`src/rtl/core/orl_pkg.sv`:
```
package orl_pkg;

  localparam int unsigned CharW  = 8;
  localparam int unsigned PairW  = 8;
  localparam int unsigned CodeW  = 4;

  localparam logic [CharW-1:0] ChNul    = 8'h00;
  localparam logic [CharW-1:0] ChDot    = 8'h2E;
  localparam logic [CharW-1:0] ChUnder  = 8'h5F;
  localparam logic [CharW-1:0] ChQuote  = 8'h22;
  localparam logic [CharW-1:0] ChBslash = 8'h5C;
  localparam logic [CharW-1:0] ChComma  = 8'h2C;
  localparam logic [CharW-1:0] ChEquals = 8'h3D;

  localparam logic [PairW-1:0] PairMax = {PairW{1'b1}};

  typedef enum logic [CodeW-1:0] {
    PH_CLASS_START = 4'd0,
    PH_CLASS_BODY  = 4'd1,
    PH_KEY_START   = 4'd2,
    PH_KEY_BODY    = 4'd3,
    PH_VALUE_START = 4'd4,
    PH_STRING      = 4'd5,
    PH_NUMBER      = 4'd6,
    PH_AFTER_VALUE = 4'd7,
    PH_ERROR       = 4'd8
  } phase_e;

  typedef enum logic [CodeW-1:0] {
    RL_CLASS   = 4'd0,
    RL_DOT     = 4'd1,
    RL_KEY     = 4'd2,
    RL_EQUALS  = 4'd3,
    RL_QUOTE   = 4'd4,
    RL_STRCHR  = 4'd5,
    RL_ESCAPE  = 4'd6,
    RL_DIGIT   = 4'd7,
    RL_COMMA   = 4'd8,
    RL_IGNORED = 4'd9
  } role_e;

  typedef enum logic [CodeW-1:0] {
    ER_NONE         = 4'd0,
    ER_BAD_CLASS    = 4'd1,
    ER_EXPECT_DOT   = 4'd2,
    ER_BAD_KEY      = 4'd3,
    ER_PREMATURE    = 4'd4,
    ER_EXPECT_EQ    = 4'd5,
    ER_BAD_STRING   = 4'd6,
    ER_ILLEGAL_VAL  = 4'd7,
    ER_EXPECT_COMMA = 4'd8
  } err_e;

  typedef struct packed {
    phase_e           phase;
    logic             esc;
    err_e             err;
    logic [PairW-1:0] pair_cnt;
  } state_t;

  typedef struct packed {
    role_e            role;
    err_e             err;
    logic             pair_done;
    logic [PairW-1:0] pair_index;
    logic             string_done;
  } result_t;

  localparam state_t StateReset = '{
    phase:    PH_CLASS_START,
    esc:      1'b0,
    err:      ER_NONE,
    pair_cnt: '0
  };

  function automatic logic is_alpha(input logic [CharW-1:0] c);
    return ((c >= 8'h41) && (c <= 8'h5A)) || ((c >= 8'h61) && (c <= 8'h7A));
  endfunction

  function automatic logic is_digit(input logic [CharW-1:0] c);
    return (c >= 8'h30) && (c <= 8'h39);
  endfunction

  function automatic logic ident_start(input logic [CharW-1:0] c);
    return is_alpha(c) || (c == ChUnder);
  endfunction

  function automatic logic ident_char(input logic [CharW-1:0] c);
    return is_alpha(c) || is_digit(c) || (c == ChUnder);
  endfunction

endpackage

```
`src/rtl/core/orl_step.sv`:
```
module orl_step (
  input  orl_pkg::state_t            state_i,
  input  logic [orl_pkg::CharW-1:0]  char_i,
  output orl_pkg::state_t            state_o,
  output orl_pkg::result_t           result_o
);
  import orl_pkg::*;

  role_e  role;
  err_e   err;
  logic   done;
  logic   last;
  state_t nxt;

  always_comb begin
    nxt  = state_i;
    role = RL_IGNORED;
    err  = ER_NONE;
    done = 1'b0;
    last = (char_i == ChNul);

    case (state_i.phase)
      PH_CLASS_START: begin
        if (ident_start(char_i)) begin
          role      = RL_CLASS;
          nxt.phase = PH_CLASS_BODY;
        end else begin
          err = ER_BAD_CLASS;
        end
      end
      PH_CLASS_BODY: begin
        if (last) begin
          role = RL_IGNORED;
        end else if (ident_char(char_i)) begin
          role = RL_CLASS;
        end else if (char_i == ChDot) begin
          role      = RL_DOT;
          nxt.phase = PH_KEY_START;
        end else begin
          err = ER_EXPECT_DOT;
        end
      end
      PH_KEY_START: begin
        if (ident_start(char_i)) begin
          role      = RL_KEY;
          nxt.phase = PH_KEY_BODY;
        end else begin
          err = ER_BAD_KEY;
        end
      end
      PH_KEY_BODY: begin
        if (last) begin
          err = ER_PREMATURE;
        end else if (ident_char(char_i)) begin
          role = RL_KEY;
        end else if (char_i == ChEquals) begin
          role      = RL_EQUALS;
          nxt.phase = PH_VALUE_START;
        end else begin
          err = ER_EXPECT_EQ;
        end
      end
      PH_VALUE_START: begin
        if (char_i == ChQuote) begin
          role      = RL_QUOTE;
          nxt.phase = PH_STRING;
          nxt.esc   = 1'b0;
        end else if (is_digit(char_i)) begin
          role      = RL_DIGIT;
          nxt.phase = PH_NUMBER;
        end else begin
          err = ER_ILLEGAL_VAL;
        end
      end
      PH_STRING: begin
        if (last) begin
          err = ER_BAD_STRING;
        end else if (state_i.esc) begin
          role    = RL_STRCHR;
          nxt.esc = 1'b0;
        end else if (char_i == ChBslash) begin
          role    = RL_ESCAPE;
          nxt.esc = 1'b1;
        end else if (char_i == ChQuote) begin
          role      = RL_QUOTE;
          done      = 1'b1;
          nxt.phase = PH_AFTER_VALUE;
        end else begin
          role = RL_STRCHR;
        end
      end
      PH_NUMBER: begin
        if (last) begin
          done = 1'b1;
        end else if (is_digit(char_i)) begin
          role = RL_DIGIT;
        end else if (char_i == ChComma) begin
          role      = RL_COMMA;
          done      = 1'b1;
          nxt.phase = PH_KEY_START;
        end else begin
          err = ER_EXPECT_COMMA;
        end
      end
      PH_AFTER_VALUE: begin
        if (last) begin
          role = RL_IGNORED;
        end else if (char_i == ChComma) begin
          role      = RL_COMMA;
          nxt.phase = PH_KEY_START;
        end else begin
          err = ER_EXPECT_COMMA;
        end
      end
      default: begin
        role = RL_IGNORED;
      end
    endcase

    if (err != ER_NONE) begin
      role      = RL_IGNORED;
      nxt.phase = PH_ERROR;
      if (state_i.err == ER_NONE) begin
        nxt.err = err;
      end
    end
    if (done && (state_i.pair_cnt != PairMax)) begin
      nxt.pair_cnt = state_i.pair_cnt + 1'b1;
    end

    result_o.role        = role;
    result_o.err         = nxt.err;
    result_o.pair_done   = done;
    result_o.pair_index  = state_i.pair_cnt;
    result_o.string_done = last;

    state_o = last ? StateReset : nxt;
  end

endmodule

```
`src/rtl/core/object_path_reference_lexer.sv`:
```
// Channel  | Direction | Handshake                  | Payload
// ---------+-----------+----------------------------+---------------------------------
// input    | in        | in_valid_i / in_stall_o    | char_in_i
// output   | out       | out_valid_o / out_stall_i  | role_o, error_code_o,
//          |           |                            | pair_done_o, pair_index_o,
//          |           |                            | string_done_o
//
// One byte is taken per cycle unless in_stall_o is high; results leave the result register.
// The parse state advances when a byte moves from the input register to the result register.
// Reset clears both registers' valid flags and returns the parser to the class name start.
// A stalled result holds both stages; in_stall_o rises only while both registers are full.
module object_path_reference_lexer (
  input  logic                       clk_i,
  input  logic                       rst_ni,
  input  logic                       in_valid_i,
  output logic                       in_stall_o,
  input  logic [orl_pkg::CharW-1:0]  char_in_i,
  output logic                       out_valid_o,
  input  logic                       out_stall_i,
  output logic [orl_pkg::CodeW-1:0]  role_o,
  output logic [orl_pkg::CodeW-1:0]  error_code_o,
  output logic                       pair_done_o,
  output logic [orl_pkg::PairW-1:0]  pair_index_o,
  output logic                       string_done_o
);
  import orl_pkg::*;

  logic             in_valid_q;
  logic [CharW-1:0] char_q;
  logic             out_valid_q;
  result_t          result_q;
  result_t          result_d;
  state_t           state_q;
  state_t           state_d;
  logic             adv_out;
  logic             adv_in;

  assign adv_out    = in_valid_q && (!out_valid_q || !out_stall_i);
  assign in_stall_o = in_valid_q && !adv_out;
  assign adv_in     = in_valid_i && !in_stall_o;

  orl_step u_step (
    .state_i  (state_q),
    .char_i   (char_q),
    .state_o  (state_d),
    .result_o (result_d)
  );

  always_ff @(posedge clk_i or negedge rst_ni) begin
    if (!rst_ni) begin
      in_valid_q  <= 1'b0;
      out_valid_q <= 1'b0;
      state_q     <= StateReset;
    end else begin
      if (adv_in) begin
        in_valid_q <= 1'b1;
      end else if (adv_out) begin
        in_valid_q <= 1'b0;
      end
      if (adv_out) begin
        out_valid_q <= 1'b1;
        state_q     <= state_d;
      end else if (!out_stall_i) begin
        out_valid_q <= 1'b0;
      end
    end
  end

  always_ff @(posedge clk_i) begin
    if (adv_in) begin
      char_q <= char_in_i;
    end
    if (adv_out) begin
      result_q <= result_d;
    end
  end

  assign out_valid_o   = out_valid_q;
  assign role_o        = result_q.role;
  assign error_code_o  = result_q.err;
  assign pair_done_o   = result_q.pair_done;
  assign pair_index_o  = result_q.pair_index;
  assign string_done_o = result_q.string_done;

`ifndef NO_ASSERTIONS
  a_end_resets: assert property (@(posedge clk_i) disable iff (!rst_ni)
    (adv_out && (char_q == ChNul)) |=>
      ((state_q.phase == PH_CLASS_START) && (state_q.err == ER_NONE)
       && (state_q.pair_cnt == '0) && !state_q.esc))
    else $error("state not rearmed after terminating byte");

  a_err_phase: assert property (@(posedge clk_i) disable iff (!rst_ni)
    (state_q.err != ER_NONE) |-> (state_q.phase == PH_ERROR))
    else $error("error latched outside error phase");

  a_done_role: assert property (@(posedge clk_i) disable iff (!rst_ni)
    (out_valid_o && pair_done_o) |->
      ((role_o == RL_QUOTE) || (role_o == RL_COMMA) || (role_o == RL_IGNORED)))
    else $error("pair completed on unexpected role");

  a_end_role: assert property (@(posedge clk_i) disable iff (!rst_ni)
    (out_valid_o && string_done_o) |-> (role_o == RL_IGNORED))
    else $error("terminating byte with a non-ignored role");

  a_stall_full: assert property (@(posedge clk_i) disable iff (!rst_ni)
    in_stall_o |-> (in_valid_q && out_valid_q && out_stall_i))
    else $error("input stalled while pipeline can advance");
`endif

endmodule
```
`config.mk`:
```
export PLATFORM = sky130hd
export DESIGN_NAME = object_path_reference_lexer
export DESIGN_NICKNAME = d
export VERILOG_FILES = /design/src/rtl/core/orl_pkg.sv /design/src/rtl/core/orl_step.sv /design/src/rtl/core/object_path_reference_lexer.sv
export SDC_FILE = /design/constraint.sdc
export NUM_CORES = 1
export LEC_CHECK = 0
export BUFFER_PORTS_ARGS = -buffer_cell sky130_fd_sc_hd__buf_2
export CAP_MARGIN = 10
export CORE_MARGIN = 3
export CORE_UTILIZATION = 52
export DETAILED_ROUTE_END_ITERATION = 16
export HOLD_SLACK_MARGIN = 0.06
export PLACE_DENSITY = 0.76
export SYNTH_ARGS = -nofsm -noshare
export SYNTH_HDL_FRONTEND = slang
export SYNTH_SLANG_ARGS = --single-unit
```
`constraint.sdc`:
```
create_clock -name clk_i -period 2 [get_ports clk_i]
set_input_delay 0.4 -clock clk_i [delete_from_list [all_inputs] [get_ports clk_i]]
set_output_delay 0.4 -clock clk_i [all_outputs]
set_load 0.02 [all_outputs]
```
After elaboration in Yosys (flattened, before gate mapping)
Index checks and enable logic that the tools add are counted.
Word-level totals
  register bits after elaboration: 45
  bits in latches: 0
  logic and storage cells: 143
  memory bits (writable): 0
  memory bits (read-only): 0
  output and inout bits: 20
  bits of input ports: 12
  memories kept: 0
Cells by class
  div/mod/pow operators: 0
  reductions and logical operators: 27
  add/subtract/negate cells: 1
  bitwise logic cells: 0
  shift-type cells: 0
  $mul: 0
  equal/unequal tests: 27
  mux-type cells: 70
  magnitude comparators: 6
Operators with widths (number)
  2-to-1 mux 4 bit: 40
  case mux 4 bit (8 select lines): 3
  == test 8 x 6 -> 1 bit, second input constant: 4
  != test 4 x 1 -> 1 bit, second input constant: 5
  2-to-1 mux 1 bit: 17
  2-to-1 mux 17 bit: 1
  == test 4 x 3 -> 1 bit, second input constant: 4
  == test 8 x 7 -> 1 bit, second input constant: 2
  >= comparator 8 x 7 -> 1 bit, second input constant: 2
  less-or-equal comparator 8 x 7 -> 1 bit, second input constant: 2
  != test 4 x 3 -> 1 bit, second input constant: 4
  AND reduction 13 bit: 1
  nonzero test 10 bit: 1
  2-to-1 mux 3 bit: 3
  adder 8 x 1 -> 8 bit, second input constant: 1
  == test 4 x 2 -> 1 bit, second input constant: 2
  >= comparator 8 x 6 -> 1 bit, second input constant: 1
  less-or-equal comparator 8 x 6 -> 1 bit, second input constant: 1
  zero test 4 bit: 2
  zero test 8 bit: 1
  2-to-1 mux 8 bit: 1
  != test 8 bit, second input constant: 1
  logical AND 1 bit: 7
  2-to-1 mux 2 bit: 3
  other kinds (13): 22

Depth between registers and ports, before layout
  depth after elaboration: 11
  gate-level depth with buffers: 8

Cells and area by module
From an unflattened synthesis, not the netlist that was laid out.
Unflattened totals
  cell total of the unflattened synthesis: 226
  area total of the unflattened synthesis: 2566.2 um^2
Modules (own cells, without submodules)
  object_path_reference_lexer: instances 1, area an instance 1550.2 um^2, cells an instance 69
  orl_step: instances 1, area an instance 1016.0 um^2, cells an instance 157

Least setup slack after synthesis
OpenSTA, ideal clock, no wires.
  path type: flip-flop to flip-flop
  start: register char_q[7]
  end: register state_q[7] (netlist name)
  stages on the path, launching flop included: 7
  path buffers: 0
  required time: 1931 ps
  library setup time: 69 ps
  data arrival time: 2054 ps
  setup slack: -123 ps
  cell sequence: edfxtp_1 > or4b_1 > nor4_4 > or2_1 > o211ai_2 > or4_1 > nand3_1
On the way
  cells in the longest elaborated chain, start to end: 9
Ends and longest elaborated chain
  start: declaration: line object_path_reference_lexer.sv:29  | logic [CharW-1:0] char_q;
  start signal: assignment: line object_path_reference_lexer.sv:71  | char_q <= char_in_i;
  parallel branches: the longest is 9 deep, another holds >= comparator 8 x 6 -> 1 bit
  end signal: assignment: line object_path_reference_lexer.sv:53  | state_q <= StateReset;
  end signal: assignment: line object_path_reference_lexer.sv:62  | state_q <= state_d;
  end: declaration: line object_path_reference_lexer.sv:33  | state_t state_q;
Parallel ways; which one is timed is not known.
A chain may end at the register's enable or synchronous reset.

Worst setup path after layout
Same ends and word-level chain as after synthesis.

==> impl_metrics.ini <==
[status]
status = complete, but fails checks
violations = setup timing

[yosys]
synth_enable_flop_cells = 26
ys_async_sr_fraction = 0.422
post_synth.cell_area_avg_um2 = 10.5
ys_ff_latch = 45
synth_top_area_share = 0.321
ys.flop_type = edfxtp_1
syn-num-nets = 245
syn_inst = 232
ys_top_cells_by_area = edfxtp_1 32%, dfrtp_1 20%, nor2_1 2.9%
yosysTopAreaCell = edfxtp_1
ys_types = 60
ys.warnings.count = 0
synthesis.area_um2 = 2430
synth-seq-area-share = 0.517

[setup_path]
path_class = reg2reg
startpoint_type = flop
worstPathRequired_ns = 2.24
endpoint_kind = flop
crit_fanout = 5
crit_arrival_ns = 2.47

[cells_and_area]
syn2layout_area_growth_pct = 42.1
final_cell_area_um2 = 3450
fillers = 277
mostFrequentLayoutCells = 51 x buf_4, 31 x buf_2, 26 x edfxtp_1
regArea_um2 = 1260
layout-drive-gt1-share = 0.437
multiInputGateArea_um2 = 1290
post-route-util = 0.776
final_common_cell = buf_4
antenna_cells = 0
nets = 335

[route]
vias = 2378
drt_iter0_markers = 363
routed_wl_um = 7220
drc = 0
detail_route.first_pass.iterations = 5
vias_per_cell = 6.34
routedWlPerCell_um = 19.3
drtAntennaViolNets = 0

[global_routing]
track_usage = 0.249
grt_pass1_vias = 2059
grt_overflow = 0
grt_pass1_wl_um = 10300
grt_max_degree = 27
antenna_found_initial = 0

[sta]
tns_ns = -3.74
maxClockFrequency_ghz = 0.447
slew_viol_final = 0
final_hold_viol_count = 0
slew_headroom = 0.664
post-route-period-util = 1.12
skew_ns = 0.0111
setup_viol = 22
rsz0062_at_grt = yes
layout_setup_ws_ns = -0.236
finalCriticalPeriod_ns = 2.24
worst-slew-pin-transition_ns = 0.500

[clock_tree]
numCtsBuffers = 5
clkSlewWorstSetupHoldPaths_ns = 0.08
clock-root-buffer = clkbuf_8
clock_sinks = 45
cts_max_level = 2
clk_latency_ns = 0.31
cts_tree = built
cts_buffer_depth = 2

[die]
die_x_um = 74.3
die_area_um2 = 5530
die_h_um = 74.3
start_util = 0.546
ios = 32
core_um2 = 4440
rows = 24

[job]
maxCapViolCount = 0

[placement]
dp_hpwl_um = 4150
port_buffers = 31
place_congestion = 0.896
place_area_um2 = 2900

[pwr]
ir_drop_v = 0.000548
power_density_nw_per_um2 = 796
p_total_mw = 2.75
leakagePower_nw = 1.46

[min_path]
holdCritPathClass = in2reg
-- worst max-delay path, cell delays in order, from the launching register on --
cell and delay, ns:
edfxtp_1 0.49, or4b_4 0.58, nor4_4 0.27, or2_1 0.18
o211ai_2 0.12, or4_1 0.43, nand3_1 0.11
-- repair_timing --
item | 4_1_cts | 5_1_grt
hold buffers | 1 | 0
pin swaps | 24 | 8
setup endpoints to repair | 22 | 24
hold endpoints to repair | 19 | 0
buffers inserted | 11 | 11
gates resized for setup | 27 | 20
-- metal layers --
metal / vias to the layer above / part of all wire / GRT usage
met5: - / 0 / 0
met4: 0 / 0.031 / 0.0810
met3: 26 / 0.078 / 0.0541
met2: 129 / 0.49 / 0.394
met1: 1147 / 0.40 / 0.344
li1: 1076 / - / -
-- registers in the layout, indices dropped and copies added, names as in the netlist --
| signal | flops |
|---|---|
| in_valid_q | 1 |
| error_code_o | 4 |
| char_q | 8 |
| string_done_o | 1 |
| pair_done_o | 1 |
| role_o | 4 |
| out_valid_o | 1 |
| pair_index_o | 8 |
| state_q | 17 |
-- synth_stat cells (all sizes together) (6+ instances only) --
cell type	number
o21ai	6
buf	6
inv	13
nand3	8
edfxtp	26
nor2	20
dfrtp	19
o211ai	9
nand2	18
a21oi	15
nor3	12
-- kinds of logic (layout without fill, tap and decap cells) --
| kind of cell | after synthesis | in the layout | synth area share |
|---|---|---|---|
| compound gates | 65 | 65 | 0.202 |
| buf+inv | 24 | 115 | 0.0438 |
| simple gates | 97 | 97 | 0.232 |
| flops | 45 | 45 | 0.517 |
| fa+ha+maj | 1 | 1 | 0.00515 |
-- worst paths after layout --
| path | start | to | slack, ns | cells after the start |
|---|---|---|---|---|
| setup / recovery | char_q[7] | state_q[7] | -0.24 | 6 |
| hold / removal | char_in_i[5] | char_q[5] | 0.27 | 1 |
| setup reg to reg | char_q[7] | state_q[7] | -0.24 | 6 |
| hold reg to reg | in_valid_q | out_valid_o | 0.51 | 1 |
| max in group asynchronous | rst_ni | state_q[10] | 1.12 | 2 |
| min in group asynchronous | rst_ni | state_q[15] | 0.56 | 2 |
-- layout make-up --
type	count	area share
clock buffers	6	0.0210
clock inverters	2	0.0112
inverters	13	0.0141
multi-input cells	163	0.373
flip-flops and latches	45	0.364
well taps	52	0.0189
repair buffers	94	0.198
-- power by group --
group	switching (mW)	internal, mW	leakage (nW)
Clock	0.326	0.375	0.0554
Sequential	0.0660	1.09	0.460
Combinational	0.514	0.380	0.940
Total	0.906	1.84	1.46
-- through the flow --
| stage | instances | setup slack [ns] | hold slack (ns) |
|---|---|---|---|
| 3_3_place_gp | 344 | -0.219 | 0.372 |
| 2_1_floorplan | 232 | -0.109 | 0.104 |
| 5_1_grt | 375 | -0.401 | 0.260 |
| 3_5_place_dp | 344 | -0.234 | 0.367 |
| 4_1_cts | 364 | -0.164 | 0.268 |
| 6_report | 375 | -0.236 | 0.271 |
(Power assumes the default switching activity.)
